<file path="config.mk">
export PLATFORM = sky130hd
export DESIGN_NAME = byte_stuffing_frame_codec_unit
export DESIGN_NICKNAME = d
export VERILOG_FILES = /design/src/hw/rtl/bsfc_pkg.sv /design/src/hw/rtl/bsfc_front.sv /design/src/hw/rtl/bsfc_queue.sv /design/src/hw/rtl/bsfc_back.sv /design/src/hw/rtl/byte_stuffing_frame_codec_unit.sv
export VERILOG_INCLUDE_DIRS = /design/src /design/src/hw/rtl
export SDC_FILE = /design/constraint.sdc
export NUM_CORES = 1
export LEC_CHECK = 0
export ABC_CLOCK_PERIOD_IN_PS = 5750
export BUFFER_PORTS_ARGS = -buffer_cell sky130_fd_sc_hd__clkbuf_2
export CAP_MARGIN = 20
export CORE_ASPECT_RATIO = 0.6
export CORE_UTILIZATION = 50
export CTS_BUF_LIST = sky130_fd_sc_hd__clkbuf_16
export DETAILED_ROUTE_END_ITERATION = 16
export PLACE_DENSITY = 0.68
export RECOVER_POWER = 100
export SLEW_MARGIN = 40
export SYNTH_ARGS = -nofsm -noshare
export SYNTH_HDL_FRONTEND = slang
export SYNTH_SLANG_ARGS = --single-unit
</file>
<file path="constraint.sdc">
create_clock -name clk -period 5.75 [get_ports clk]
set_input_delay 1.15 -clock clk [delete_from_list [all_inputs] [get_ports clk]]
set_output_delay 1.15 -clock clk [all_outputs]
set_load 0.01 [all_outputs]
</file>
<file path="src/hw/rtl/assert_macros.svh">
// Assertion helpers shared by the RTL files.
`ifndef ASSERT_MACROS_SVH
`define ASSERT_MACROS_SVH

// Property checked on every rising edge outside reset.
`define ASSERT_ALWAYS(label, clk, rst, prop, msg) \
  label: assert property (@(posedge clk) disable iff (rst) (prop)) else $error(msg);

// Same-cycle implication checked on every rising edge outside reset.
`define ASSERT_IMPLIES(label, clk, rst, ante, cons) \
  label: assert property (@(posedge clk) disable iff (rst) (ante) |-> (cons)) else $error("implication failed");

`endif

</file>
<file path="src/hw/rtl/bsfc_pkg.sv">
package bsfc_pkg;

  localparam int CFG_IDX_W  = 3;
  localparam int CFG_DATA_W = 8;

  // Configuration register indexes
  localparam logic [CFG_IDX_W-1:0] REG_DIRECTION         = 3'd0;
  localparam logic [CFG_IDX_W-1:0] REG_FLAG_BYTE         = 3'd1;
  localparam logic [CFG_IDX_W-1:0] REG_ESCAPE_BYTE       = 3'd2;
  localparam logic [CFG_IDX_W-1:0] REG_FLAG_SUBSTITUTE   = 3'd3;
  localparam logic [CFG_IDX_W-1:0] REG_ESCAPE_SUBSTITUTE = 3'd4;

  // Direction codes
  localparam logic DIR_PACK   = 1'b0;
  localparam logic DIR_UNPACK = 1'b1;

  // Reset values of the configuration registers
  localparam logic [7:0] RST_FLAG_BYTE         = 8'd126;
  localparam logic [7:0] RST_ESCAPE_BYTE       = 8'd125;
  localparam logic [7:0] RST_FLAG_SUBSTITUTE   = 8'd2;
  localparam logic [7:0] RST_ESCAPE_SUBSTITUTE = 8'd1;

  localparam int MAX_RESULTS = 4;

  typedef struct packed {
    logic [7:0] in_byte;
    logic       in_last;
  } in_beat_t;

  typedef struct packed {
    logic [7:0] out_byte;
    logic       packet_end;
    logic       error;
    logic       run_last;
  } out_beat_t;

  typedef struct packed {
    logic       direction;
    logic [7:0] flag_byte;
    logic [7:0] escape_byte;
    logic [7:0] flag_substitute;
    logic [7:0] escape_substitute;
  } cfg_t;

  // One classified input byte: the result bytes it causes, in order.
  // packet_end and error apply to the last result of the job only.
  typedef struct packed {
    logic [MAX_RESULTS-1:0][7:0] bytes;
    logic [1:0]                  last_idx;
    logic                        pkt_end;
    logic                        err;
  } job_t;

endpackage

</file>
<file path="src/hw/rtl/bsfc_front.sv">
`include "assert_macros.svh"

module bsfc_front (
  input  logic              clk,
  input  logic              rst,
  input  bsfc_pkg::cfg_t    cfg,
  input  logic              in_valid,
  output logic              in_stall,
  input  bsfc_pkg::in_beat_t in_beat,
  input  logic              q_ready,
  output logic              push,
  output bsfc_pkg::job_t    job
);

  logic at_packet_start, at_packet_start_next;
  logic escape_pending, escape_pending_next;
  logic discarding, discarding_next;

  logic [bsfc_pkg::MAX_RESULTS-1:0][7:0] seq;
  logic [2:0] n;
  logic       pkt_end;
  logic       err;
  logic       fail;
  logic       accept;
  logic [7:0] b;
  logic       last;

  assign b        = in_beat.in_byte;
  assign last     = in_beat.in_last;
  assign in_stall = !q_ready;
  assign accept   = in_valid && q_ready;

  always_comb begin
    seq                  = '0;
    n                    = 3'd0;
    pkt_end              = 1'b0;
    err                  = 1'b0;
    fail                 = 1'b0;
    at_packet_start_next = at_packet_start;
    escape_pending_next  = escape_pending;
    discarding_next      = discarding;

    if (cfg.direction == bsfc_pkg::DIR_PACK) begin
      if (at_packet_start) begin
        seq[n[1:0]] = cfg.flag_byte;
        n           = n + 3'd1;
      end
      if (b == cfg.flag_byte) begin
        seq[n[1:0]] = cfg.escape_byte;
        n           = n + 3'd1;
        seq[n[1:0]] = cfg.flag_substitute;
        n           = n + 3'd1;
      end else if (b == cfg.escape_byte) begin
        seq[n[1:0]] = cfg.escape_byte;
        n           = n + 3'd1;
        seq[n[1:0]] = cfg.escape_substitute;
        n           = n + 3'd1;
      end else begin
        seq[n[1:0]] = b;
        n           = n + 3'd1;
      end
      if (last) begin
        seq[n[1:0]] = cfg.flag_byte;
        n           = n + 3'd1;
        pkt_end     = 1'b1;
      end
    end else begin
      if (discarding) begin
        // drop the rest of a failed packet
      end else if (escape_pending) begin
        escape_pending_next = 1'b0;
        if (b == cfg.flag_substitute) begin
          seq[0]  = cfg.flag_byte;
          n       = 3'd1;
          pkt_end = last;
        end else if (b == cfg.escape_substitute) begin
          seq[0]  = cfg.escape_byte;
          n       = 3'd1;
          pkt_end = last;
        end else begin
          fail = 1'b1;
        end
      end else if (b == cfg.escape_byte) begin
        if (last) begin
          fail = 1'b1;
        end else begin
          escape_pending_next = 1'b1;
        end
      end else if (b == cfg.flag_byte) begin
        fail = 1'b1;
      end else begin
        seq[0]  = b;
        n       = 3'd1;
        pkt_end = last;
      end
      if (fail) begin
        seq[0]          = 8'd0;
        n               = 3'd1;
        pkt_end         = 1'b1;
        err             = 1'b1;
        discarding_next = 1'b1;
      end
    end

    if (last) begin
      at_packet_start_next = 1'b1;
      escape_pending_next  = 1'b0;
      discarding_next      = 1'b0;
    end else begin
      at_packet_start_next = 1'b0;
    end
  end

  assign job.bytes    = seq;
  assign job.last_idx = n[1:0] - 2'd1;
  assign job.pkt_end  = pkt_end;
  assign job.err      = err;
  assign push         = accept && (n != 3'd0);

  always_ff @(posedge clk) begin
    if (rst) begin
      at_packet_start <= 1'b1;
      escape_pending  <= 1'b0;
      discarding      <= 1'b0;
    end else if (accept) begin
      at_packet_start <= at_packet_start_next;
      escape_pending  <= escape_pending_next;
      discarding      <= discarding_next;
    end
  end

  `ASSERT_IMPLIES(a_err_single, clk, rst, push && job.err,
    job.last_idx == 2'd0 && job.pkt_end && job.bytes[0] == 8'd0)

endmodule

</file>
<file path="src/hw/rtl/bsfc_queue.sv">
`include "assert_macros.svh"

module bsfc_queue #(
  parameter int DEPTH = 2
) (
  input  logic           clk,
  input  logic           rst,
  input  logic           push,
  input  bsfc_pkg::job_t push_job,
  output logic           ready,
  input  logic           pop,
  output logic           head_valid,
  output bsfc_pkg::job_t head
);

  localparam int PTR_W = (DEPTH > 1) ? $clog2(DEPTH) : 1;
  localparam int CNT_W = $clog2(DEPTH + 1);

  bsfc_pkg::job_t   slots [DEPTH];
  logic [PTR_W-1:0] wr_ptr;
  logic [PTR_W-1:0] rd_ptr;
  logic [CNT_W-1:0] count;

  assign ready      = (count != CNT_W'(DEPTH));
  assign head_valid = (count != '0);
  assign head       = slots[rd_ptr];

  always_ff @(posedge clk) begin
    if (push) begin
      slots[wr_ptr] <= push_job;
    end
  end

  always_ff @(posedge clk) begin
    if (rst) begin
      wr_ptr <= '0;
      rd_ptr <= '0;
      count  <= '0;
    end else begin
      if (push) begin
        wr_ptr <= (wr_ptr == PTR_W'(DEPTH - 1)) ? '0 : wr_ptr + 1'b1;
      end
      if (pop) begin
        rd_ptr <= (rd_ptr == PTR_W'(DEPTH - 1)) ? '0 : rd_ptr + 1'b1;
      end
      if (push && !pop) begin
        count <= count + 1'b1;
      end else if (pop && !push) begin
        count <= count - 1'b1;
      end
    end
  end

  `ASSERT_IMPLIES(a_no_overflow, clk, rst, !ready, !push)
  `ASSERT_IMPLIES(a_no_underflow, clk, rst, !head_valid, !pop)

endmodule

</file>
<file path="src/hw/rtl/bsfc_back.sv">
`include "assert_macros.svh"

module bsfc_back (
  input  logic                clk,
  input  logic                rst,
  input  logic                head_valid,
  input  bsfc_pkg::job_t      head,
  output logic                pop,
  output logic                out_valid,
  input  logic                out_stall,
  output bsfc_pkg::out_beat_t out_beat
);

  logic [1:0] idx;
  logic       load;
  logic       at_end;

  assign load   = head_valid && (!out_valid || !out_stall);
  assign at_end = (idx == head.last_idx);
  assign pop    = load && at_end;

  always_ff @(posedge clk) begin
    if (rst) begin
      out_valid <= 1'b0;
      idx       <= 2'd0;
    end else begin
      if (!out_valid || !out_stall) begin
        out_valid <= head_valid;
      end
      if (load) begin
        idx <= at_end ? 2'd0 : idx + 2'd1;
      end
    end
  end

  always_ff @(posedge clk) begin
    if (load) begin
      out_beat.out_byte   <= head.bytes[idx];
      out_beat.packet_end <= at_end && head.pkt_end;
      out_beat.error      <= at_end && head.err;
      out_beat.run_last   <= at_end;
    end
  end

  `ASSERT_IMPLIES(a_err_closes, clk, rst, out_valid && out_beat.error,
    out_beat.packet_end && out_beat.run_last)

endmodule

</file>
<file path="src/hw/rtl/byte_stuffing_frame_codec_unit.sv">
// Channel   Direction  Payload      Handshake
// --------  ---------  -----------  -----------------------------------
// in        input      in_beat      in_valid / in_stall
// out       output     out_beat     out_valid / out_stall
// cfg       input      cfg_data     cfg_we, cfg_index (write only)
//
// An input byte causes one to four output beats (none when unpacking drops
// a byte or holds an escape). The back end sends one beat per cycle while
// out_stall is low. The first output beat of an accepted byte passes
// through a queue slot, then the output register. The input stalls only
// when the job queue is full. rst is synchronous: registers return to
// defaults, queue empties, state goes to packet start. A stalled output
// holds its beat; the front keeps taking bytes until QUEUE_DEPTH
// jobs wait.

module byte_stuffing_frame_codec_unit #(
  parameter int QUEUE_DEPTH = 2
) (
  input  logic                                 clk,
  input  logic                                 rst,
  input  logic                                 in_valid,
  output logic                                 in_stall,
  input  bsfc_pkg::in_beat_t                   in_beat,
  output logic                                 out_valid,
  input  logic                                 out_stall,
  output bsfc_pkg::out_beat_t                  out_beat,
  input  logic                                 cfg_we,
  input  logic [bsfc_pkg::CFG_IDX_W-1:0]       cfg_index,
  input  logic [bsfc_pkg::CFG_DATA_W-1:0]      cfg_data
);

  bsfc_pkg::cfg_t cfg;
  bsfc_pkg::job_t push_job;
  bsfc_pkg::job_t head;
  logic           push;
  logic           pop;
  logic           q_ready;
  logic           head_valid;

  // Configuration registers; indexes beyond the list are ignored.
  always_ff @(posedge clk) begin
    if (rst) begin
      cfg.direction         <= bsfc_pkg::DIR_PACK;
      cfg.flag_byte         <= bsfc_pkg::RST_FLAG_BYTE;
      cfg.escape_byte       <= bsfc_pkg::RST_ESCAPE_BYTE;
      cfg.flag_substitute   <= bsfc_pkg::RST_FLAG_SUBSTITUTE;
      cfg.escape_substitute <= bsfc_pkg::RST_ESCAPE_SUBSTITUTE;
    end else if (cfg_we) begin
      unique case (cfg_index)
        bsfc_pkg::REG_DIRECTION:         cfg.direction         <= cfg_data[0];
        bsfc_pkg::REG_FLAG_BYTE:         cfg.flag_byte         <= cfg_data[7:0];
        bsfc_pkg::REG_ESCAPE_BYTE:       cfg.escape_byte       <= cfg_data[7:0];
        bsfc_pkg::REG_FLAG_SUBSTITUTE:   cfg.flag_substitute   <= cfg_data[7:0];
        bsfc_pkg::REG_ESCAPE_SUBSTITUTE: cfg.escape_substitute <= cfg_data[7:0];
        default: ;
      endcase
    end
  end

  // Front: classify each byte, track packet state, build the job.
  bsfc_front u_front (
    .clk      (clk),
    .rst      (rst),
    .cfg      (cfg),
    .in_valid (in_valid),
    .in_stall (in_stall),
    .in_beat  (in_beat),
    .q_ready  (q_ready),
    .push     (push),
    .job      (push_job)
  );

  // Short job queue decouples input stalls from output stalls.
  bsfc_queue #(
    .DEPTH (QUEUE_DEPTH)
  ) u_queue (
    .clk        (clk),
    .rst        (rst),
    .push       (push),
    .push_job   (push_job),
    .ready      (q_ready),
    .pop        (pop),
    .head_valid (head_valid),
    .head       (head)
  );

  // Back: advance through a job's bytes, one beat per cycle while out_stall is low.
  bsfc_back u_back (
    .clk        (clk),
    .rst        (rst),
    .head_valid (head_valid),
    .head       (head),
    .pop        (pop),
    .out_valid  (out_valid),
    .out_stall  (out_stall),
    .out_beat   (out_beat)
  );

endmodule
</file>
==> reports/metrics.cfg, run 1 <==
[timing]
fin_skew_ns=0.01036
setup_violations=0
fin_setup_tns_ns=0
max_clock_freq_mhz=208.2
slew_viol_final=65
period_minus_slack_ns=4.802
worst_slack_ns=0.9479
worst_hold_slack_ns=0.4867
fin_crit_sh_pct=83.52
max_slew_margin_pct=-23.27
worstMarginPinSlew_ns=1.849
rsz0062_at_grt=no
timing.final.hold_violations=0

[die]
io_pins=38
die_x_microns=145.8
die_area_sq_mm=0.01287
core_sq_mm=0.01206
num_rows=31
fp.dieH_microns=88.26
start_util_pct=51.41

[drt]
drtIter0Drc=496
wl_mm=14.72
ant_nets=0
vias=4478
drtPass1Iterations=5
drc_errors=0
wl_per_cell_microns=19.76
viasPerCell=6.011

[hold_path]
min_path_cells=2
hp-class=reg2reg

[pwr]
sw_frac_of_total_pct=28.74
p_per_area_mw_per_mm2=405.2
p_seq_share_pct=44.3
vdd_drop_max_mv=0.3321
power.internal_w=0.002017
switching_power_w=0.0008137
p_leak_nw=2.399
power_w=0.002831
p_clk_share_pct=35.3
p_comb_share_pct=20.3

[setup_path]
critical-path-max-stage-delay_ns=0.56
critPathBufInv=4
critPathTopFamily=simple AND/OR/NAND/NOR gates
required_ns=5.80
cp_cell_sequence=clkbuf_1, xor2_1, nor4_1, nand2_1, clkbuf_1, mux2i_1, ha_1, nand2_1, nor2_1, inv_1, a21oi_1, nor2b_1, buf_4
critPathArrivalTime_ns=4.85
rr_worst_depth=12
worstSetupStartpoint=in_beat[7]
r2r_end=u_queue.slots[0][18]$_DFFE_PP_
crit-reg2reg-launch=cfg[30]$_SDFFE_PP1P_
cp-end-kind=flop
cpMaxStageDelayCell=nor4_1
crit_cells=13
start_kind=input port
crit_path_end=u_queue.slots[0][18]$_DFFE_PP_
crit_type=in2reg
crit_fanout=36
r2r_slack_ns=1.49

[layout]
layout.nets=599
area_growth_syn_to_layout_pct=12.67
final_layout_size_suffix_gt1_share_pct=14.83
insertedDiodeCount=0
fill_cells=1000

[cts]
hold_buffers=0
cts_sinks=127
post-cts-setup-buffer-count=0
path_clk_slew_ns=0.06
cts_tree=built
postCtsResizedCells=0
clk_path_buf_depth=2
cts_root_buffer=clkbuf_16
numCtsBuffers=17
clkLatencyLatePin_ns=0.42
htree_num_levels=4

[place]
pre_cts_slack_ns=0.6384
place_congestion=0.8859
place_hpwl_mm=10.54
port_buffers=37

[global_routing]
grt_pass1_vias=4362
grt_antenna_before_repair=0
grt_max_degree=44
grt_pass1_wl_mm=23.98
grt_use_total_pct=25.16
overflow=0

[yosys]
synth_simple_gate_area_share_pct=14.83
synth_nets=572
syn_area_per_cell_sq_um=11.48
synth_seq_area_share_pct=54.40
yosysTopAreaCellShare_pct=40.19
synth_top_family_by_area=simple AND/OR/NAND/NOR gates
synth_most_common_cell=edfxtp_1
synth-compound-area-share_pct=11.70
yosys_register_bits=127
synth.top_cells.by_area=edfxtp_1, dfxtp_1, mux4_2
synth_mux_area_share_pct=8.717
async_flop_share_pct=0
syn_area_sq_mm=0.006201
synth_xor_area_share_pct=5.508
synth_warnings=0
synth_cell_types=45
synth-adder-area-share_pct=1.412
synth.largest_area_cell=edfxtp_1
synth_edf_count=83
synth_common_cells=edfxtp_1, nand2_1, dfxtp_1
syn_inst=540
synth-main-ff-cell=edfxtp_1

[outcome]
violations=capacitance limit, slew limit
status=complete, but fails checks

[run]
cap_violations=2

## worst reg2reg max path, cell delays in order, from the launching register on
cell and delay (ns):
dfxtp_1 0.49, xor2_1 0.12, nor4_1 0.56, nand2_1 0.11, clkbuf_1 0.36, mux2i_1 0.46
ha_1 0.21, nand2_1 0.05, nor2_1 0.47, inv_1 0.11, a21oi_1 0.32, nor2b_1 0.18
buf_4 0.44
## worst min-delay path by stage
| stage | endpoint | slack [ns] | from |
|---|---|---|---|
| detailed placement | cfg[10]$_SDFFE_PP0P_ | 0.48 | cfg[10]$_SDFFE_PP0P_ |
| finish | cfg[10]$_SDFFE_PP0P_ | 0.49 | cfg[10]$_SDFFE_PP0P_ |
| floorplan | u_front.at_packet_start$_SDFFE_PP1P_ | 0.46 | u_front.at_packet_start$_SDFFE_PP1P_ |
| CTS | cfg[10]$_SDFFE_PP0P_ | 0.48 | cfg[10]$_SDFFE_PP0P_ |
| global route | cfg[13]$_SDFFE_PP0P_ | 0.52 | cfg[13]$_SDFFE_PP0P_ |
| global placement | cfg[10]$_SDFFE_PP0P_ | 0.48 | cfg[10]$_SDFFE_PP0P_ |
## cell families after synthesis
group | after synthesis
adder cells (fa/ha/maj) | 7
multiplexers | 33
flip-flops | 127
buffers and inverters | 45
XOR/XNOR | 39
AO/OA/AOI/OAI | 106
AND/OR/NAND/NOR | 183
## final cells by class
type                       count  area [sq um]  area share, %
sequential                   127          3376          48.32
multi-input combinational    368          2624          37.55
clock buffer                  17         425.4          6.089
tap                          165         206.4          2.955
timing repair buffer          42         191.4          2.740
clock inverter                15         122.6          1.755
inverter                      11         41.29         0.5910
## power by group through the flow
| stage | clock network [W] | registers [W] | logic [W] |
|---|---|---|---|
| after floorplan | 0 | 0.00126 | 0.000430 |
| after global placement | 0 | 0.00127 | 0.000580 |
| after detailed placement | 0 | 0.00128 | 0.000593 |
| after CTS | 0.00101 | 0.00126 | 0.000597 |
| after global routing | 0.00105 | 0.00127 | 0.000642 |
| final | 0.00100 | 0.00125 | 0.000576 |
## per-stage QoR
step	instance area [sq um]	instances	utilization [%]
2_1_floorplan	6201	540	-
3_3_place_gp	6466	713	53.60
3_5_place_dp	6489	713	53.79
4_1_cts	7037	745	58.33
5_1_grt	6987	745	57.92
6_report	6987	745	57.92
## placed cells by master, fill, tap and decap left out, drive strengths merged, types with 14 or more instances in the layout
cell type / count
nor2b: 15
edfxtp: 83
nand2: 54
a21oi: 31
inv: 14
mux4: 16
nor2: 41
xnor2: 28
and2: 17
and3: 18
o21ai: 20
clkbuf: 57
dfxtp: 44
## registers in the layout (all words and copies together), names as in the netlist, named ones only
signal,count
u_back.out_beat,11
u_front.escape_pending,1
u_back.out_valid,1
u_queue.rd_ptr,1
u_queue.wr_ptr,1
u_front.at_packet_start,1
u_queue.slots,72
u_back.idx,2
u_front.discarding,1
cfg,33
u_queue.count,2
## metal layers
metal | track usage (%) | vias up | wire length (microns)
li1 | - | 2056 | -
met1 | 36.73 | 2225 | 7086
met2 | 37.71 | 183 | 6438
met3 | 5.206 | 14 | 1030
met4 | 8.421 | 0 | 163
met5 | 0 | - | 0
No activity file was read; power rests on OpenSTA's default activity.
==> inputs of run 2 (changes only) <==
--- a/config.mk
+++ b/config.mk
@@ -6,14 +6,14 @@
 export SDC_FILE = /design/constraint.sdc
 export NUM_CORES = 1
 export LEC_CHECK = 0
-export ABC_CLOCK_PERIOD_IN_PS = 5750
+export ABC_CLOCK_PERIOD_IN_PS = 4700
 export BUFFER_PORTS_ARGS = -buffer_cell sky130_fd_sc_hd__clkbuf_2
 export CAP_MARGIN = 20
 export CORE_ASPECT_RATIO = 0.6
 export CORE_UTILIZATION = 50
 export CTS_BUF_LIST = sky130_fd_sc_hd__clkbuf_16
 export DETAILED_ROUTE_END_ITERATION = 16
-export PLACE_DENSITY = 0.68
+export PLACE_DENSITY = 0.66
 export RECOVER_POWER = 100
 export SLEW_MARGIN = 40
 export SYNTH_ARGS = -nofsm -noshare
==> constraint.sdc (replaced) <==
create_clock -name clk -period 4.7 [get_ports clk]
set_input_delay 0.94 -clock clk [delete_from_list [all_inputs] [get_ports clk]]
set_output_delay 0.94 -clock clk [all_outputs]
set_load 0.01 [all_outputs]
==> run 2 against run 1 <==
  * Largest cell class unchanged
  * The run still ends with capacitance limit, slew limit left
  * Sequential power rose by 21%
  * Power up 30%
  * Register-to-register slack got worse by 0.66 ns
==> reports/metrics.cfg, run 2 (synthesized netlist as in run 1, its figures left out) <==
[outcome]
status=complete, but fails checks
violations=capacitance limit, slew limit

[global_routing]
grt_max_degree=44
grt_use_total_pct=24.17
overflow=0
grt_pass1_vias=4079
grt_pass1_wl_mm=22.81
grt_antenna_before_repair=0

[setup_path]
r2r_end=u_queue.count[1]$_SDFFE_PP0P_
cp_cell_sequence=clkbuf_1, xor2_1, nor4_1, nand2_1, clkbuf_1, nand2_1, ha_1, a21oi_1, or2_2, ha_1, a21oi_1, ha_1, or3_1, a21oi_1
critical-path-max-stage-delay_ns=0.51
cp-end-kind=flop
r2r_slack_ns=0.83
critPathArrivalTime_ns=4.47
crit_fanout=14
critPathBufInv=2
worstSetupStartpoint=in_beat[8]
crit_cells=14
start_kind=input port
crit_path_end=u_queue.count[1]$_SDFFE_PP0P_
crit_type=in2reg
cpMaxStageDelayCell=nor4_1
critPathTopFamily=simple AND/OR/NAND/NOR gates
rr_worst_depth=13
crit-reg2reg-launch=cfg[24]$_SDFFE_PP0P_
required_ns=5.02

[die]
fp.dieH_microns=88.26
core_sq_mm=0.01206
start_util_pct=51.41
io_pins=38
die_area_sq_mm=0.01287
num_rows=31
die_x_microns=145.8

[cts]
numCtsBuffers=17
path_clk_slew_ns=0.06
post-cts-setup-buffer-count=0
cts_root_buffer=clkbuf_16
cts_sinks=127
clkLatencyLatePin_ns=0.42
clk_path_buf_depth=2
cts_tree=built
postCtsResizedCells=0
htree_num_levels=4
hold_buffers=0

[layout]
regMostFlops=u_queue.slots
final_layout_size_suffix_gt1_share_pct=14.85
area.sequential_sq_mm=0.003374
layout.nets=605
reg_top3=u_queue.slots x72, cfg x33, u_back.out_beat x11
stdcell_count=751
layout_commonest_cell=edfxtp_1
insertedDiodeCount=0
multi_input_area_sq_mm=0.002619
fill_cells=1011
final_cell_mix=edfxtp_1, nand2_1, dfxtp_1, nor2_1, a21oi_1
largest_register_ffs=72
area_growth_syn_to_layout_pct=14.87

[run]
cap_violations=2

[drt]
drtIter0Drc=360
ant_nets=0
wl_per_cell_microns=19.77
viasPerCell=5.901
drc_errors=0
vias=4432
drtPass1Iterations=5
wl_mm=14.85

[pwr]
p_leak_nw=2.469
p_per_area_mw_per_mm2=515.0
vdd_drop_max_mv=0.3465

[timing]
slew_viol_final=65
rsz0062_at_grt=no
max_clock_freq_mhz=240.8
worstMarginPinSlew_ns=1.811
setup_violations=0
worst_hold_slack_ns=0.4891
fin_crit_sh_pct=88.34
timing.final.hold_violations=0
max_slew_margin_pct=-20.77
period_minus_slack_ns=4.152
fin_skew_ns=0.01113

[place]
dp_cells=719
port_buffers=37
place_hpwl_mm=10.58
place_congestion=0.8833

[hold_path]
hp-class=reg2reg

[run 2: routing by layer]
layer / GRT usage [%] / vias to the layer above / part of all wire [%]
li1: - / 2067 / -
met4: 8.325 / 0 / 1.2
met5: 0 / - / 0
met1: 34.96 / 2155 / 46
met2: 36.32 / 193 / 44
met3: 5.258 / 17 / 9.0
[run 2: worst min-delay path by stage]
| stage | start | endpoint | slack, ns | cells after the start |
|---|---|---|---|---|
| after floorplan | u_front.at_packet_start$_SDFFE_PP1P_ | u_front.at_packet_start$_SDFFE_PP1P_ | 0.46 | 2 |
| after global placement | cfg[1]$_SDFFE_PP0P_ | cfg[1]$_SDFFE_PP0P_ | 0.47 | 2 |
| after detailed placement | cfg[2]$_SDFFE_PP0P_ | cfg[2]$_SDFFE_PP0P_ | 0.48 | 2 |
| after CTS | cfg[2]$_SDFFE_PP0P_ | cfg[2]$_SDFFE_PP0P_ | 0.49 | 2 |
| after global routing | cfg[8]$_SDFFE_PP0P_ | cfg[8]$_SDFFE_PP0P_ | 0.51 | 2 |
| final | cfg[2]$_SDFFE_PP0P_ | cfg[2]$_SDFFE_PP0P_ | 0.49 | 2 |
[run 2: worst min-delay path, cell delays in order, from the launching register on]
cell and delay, ns:
dfxtp_1 0.33, nand2_1 0.06, a21oi_1 0.05
[run 2: per-stage QoR]
| step | power, W | TNS (ns) | setup WS (ns) | cell area [sq um] | utilization (%) |
|---|---|---|---|---|---|
| after CTS | 0.003720 | 0 | 0.7217 | 7184 | 59.56 |
| after global routing | 0.003819 | 0 | 0.2694 | 7123 | 59.05 |
| after detailed placement | 0.002311 | 0 | 0.3096 | 6553 | 54.32 |
| final | 0.003668 | 0 | 0.5480 | 7123 | 59.05 |
| after global placement | 0.002280 | 0 | 0.5073 | 6536 | 54.19 |
| after floorplan | 0.002065 | -0.06022 | -0.001673 | 6208 | - |
[run 2: final cells by class]
cell class | instances | share of cell area (%)
sequential | 127 | 47.37
multi-input combinational | 368 | 36.76
clock buffer | 17 | 5.972
timing repair buffer | 48 | 3.513
clock inverter | 15 | 2.898
tap | 165 | 2.898
inverter | 11 | 0.5797
[run 2: where the power goes]
group          switching, W  total, W  internal (W)
combinational      0.000428  0.000747      0.000320
sequential        0.0000709   0.00151       0.00144
clock              0.000516   0.00141      0.000895
total               0.00102   0.00367       0.00265
==> inputs of run 3 (changes only) <==
--- a/config.mk
+++ b/config.mk
@@ -10,9 +10,11 @@
 export BUFFER_PORTS_ARGS = -buffer_cell sky130_fd_sc_hd__clkbuf_2
 export CAP_MARGIN = 20
 export CORE_ASPECT_RATIO = 0.6
+export CORE_MARGIN = 4
 export CORE_UTILIZATION = 50
 export CTS_BUF_LIST = sky130_fd_sc_hd__clkbuf_16
 export DETAILED_ROUTE_END_ITERATION = 16
+export GPL_TIMING_DRIVEN = 1
 export PLACE_DENSITY = 0.66
 export RECOVER_POWER = 100
 export SLEW_MARGIN = 40
==> run 3 against run 2 <==
  * The run still ends with capacitance limit, slew limit left
  * Utilization is 0.63 points lower
  * Register-to-register slack worse by 0.10 ns
  * Power shrank 2.7%
==> reports/metrics.cfg, run 3 (synthesized netlist as in run 1, its figures left out) <==
[outcome]
status=complete, but fails checks
violations=capacitance limit, slew limit

[layout]
regMostFlops=u_queue.slots
area_growth_syn_to_layout_pct=14.00
final_cell_mix=edfxtp_1, nand2_1, dfxtp_1, nor2_1, a21oi_1
fill_cells=1033
final_util_pct=58.42
final_layout_size_suffix_gt1_share_pct=14.92
largest_register_ffs=72
insertedDiodeCount=0
layout_commonest_cell=edfxtp_1
layout.nets=602
final_cell_area_sq_mm=0.007069
reg_top3=u_queue.slots x72, cfg x33, u_back.out_beat x11

[timing]
setup_violations=0
rsz0062_at_grt=no
timing.final.hold_violations=0
worst_slack_ns=0.4079
slew_viol_final=65
fin_skew_ns=0.007204
max_slew_margin_pct=-24.49
worstMarginPinSlew_ns=1.867
period_minus_slack_ns=4.292
max_clock_freq_mhz=233.0
fin_crit_sh_pct=91.32

[cts]
post-cts-setup-buffer-count=0
cts_sinks=127
htree_num_levels=4
clk_path_buf_depth=2
postCtsResizedCells=0
clkLatencyLatePin_ns=0.41
numCtsBuffers=17
path_clk_slew_ns=0.05
hold_buffers=0
cts_tree=built
cts_root_buffer=clkbuf_16

[die]
die_x_microns=151.8
core_sq_mm=0.01210
fp.dieH_microns=94.26
num_rows=31
start_util_pct=51.24
io_pins=38
die_area_sq_mm=0.01431

[place]
place_hpwl_mm=10.45
place_congestion=0.9503
port_buffers=37
placedInstanceArea_sq_mm=0.006531
pre_cts_slack_ns=0.1912

[setup_path]
start_kind=input port
worstSetupStartpoint=in_beat[7]
r2r_end=u_queue.slots[1][10]$_DFFE_PP_
r2r_slack_ns=0.73
crit-reg2reg-launch=cfg[30]$_SDFFE_PP1P_
crit_path_end=u_queue.slots[1][10]$_DFFE_PP_
required_ns=4.80
cp-end-kind=flop
critPathArrivalTime_ns=4.39
rr_worst_depth=12
crit_type=in2reg
crit_fanout=32

[drt]
wl_per_cell_microns=19.68
drtPass1Iterations=5
ant_nets=0
viasPerCell=5.897
wl_mm=14.72
drtIter0Drc=420
vias=4411
drc_errors=0

[global_routing]
overflow=0
grt_pass1_wl_mm=23.56
grt_antenna_before_repair=0
grt_pass1_vias=4404
grt_use_total_pct=22.03
grt_max_degree=44

[pwr]
p_leak_nw=2.446
vdd_drop_max_mv=0.3689
p_per_area_mw_per_mm2=504.7

[hold_path]
hp-class=reg2reg
hold_start=u_back.out_valid$_SDFFE_PP0N_

[run]
cap_violations=2

[run 3: cell type report]
type                       count  area (sq um)  area share (%)
tap                          165         206.4           2.920
multi-input combinational    368          2619           37.04
sequential                   127          3376           47.75
clock buffer                  17         425.4           6.018
inverter                      11         41.29          0.5841
timing repair buffer          45         232.7           3.292
clock inverter                15         168.9           2.389
[run 3: worst min path at each step]
stage                                                 to  cells past startpoint
floorplan           u_front.at_packet_start$_SDFFE_PP1P_                      2
global placement           u_back.out_valid$_SDFFE_PP0N_                      2
detailed placement         u_back.out_valid$_SDFFE_PP0N_                      2
CTS                        u_back.out_valid$_SDFFE_PP0N_                      2
global route                         cfg[8]$_SDFFE_PP0P_                      2
finish                     u_back.out_valid$_SDFFE_PP0N_                      2
[run 3: critical path, stage by stage]
cell      delay (ns)
clkbuf_1        0.30
xor2_1          0.13
nor4_1          0.55
nand2_1         0.22
clkbuf_1        0.35
nand2_1         0.22
ha_1            0.14
a21oi_1         0.07
or2_2           0.30
ha_1            0.18
a21oi_1         0.30
and2_0          0.41
buf_12          0.27
[run 3: report_power, final]
group | switching, W | internal, W
logic | 0.000401 | 0.000316
clock network | 0.000486 | 0.000830
registers | 0.0000957 | 0.00144
total | 0.000983 | 0.00259
[run 3: per-layer routing]
layer	up-vias	wire (microns)	track usage, %	part of all wire (%)
met5	-	0	0	0
li1	2067	-	-	-
met3	7	1228	6.172	8.3
met1	2135	6959	32.79	47
met4	0	67	5.232	0.46
met2	202	6468	31.87	44
[run 3: per-stage QoR]
stage	setup TNS (ns)	instances	hold WS [ns]	total power [W]
after CTS	0	748	0.4881	0.003619
after global routing	0	748	0.5080	0.003747
after global placement	0	716	0.4741	0.002280
after floorplan	-0.06022	540	0.4562	0.002065
after detailed placement	0	716	0.4763	0.002301
final	0	748	0.4823	0.003568
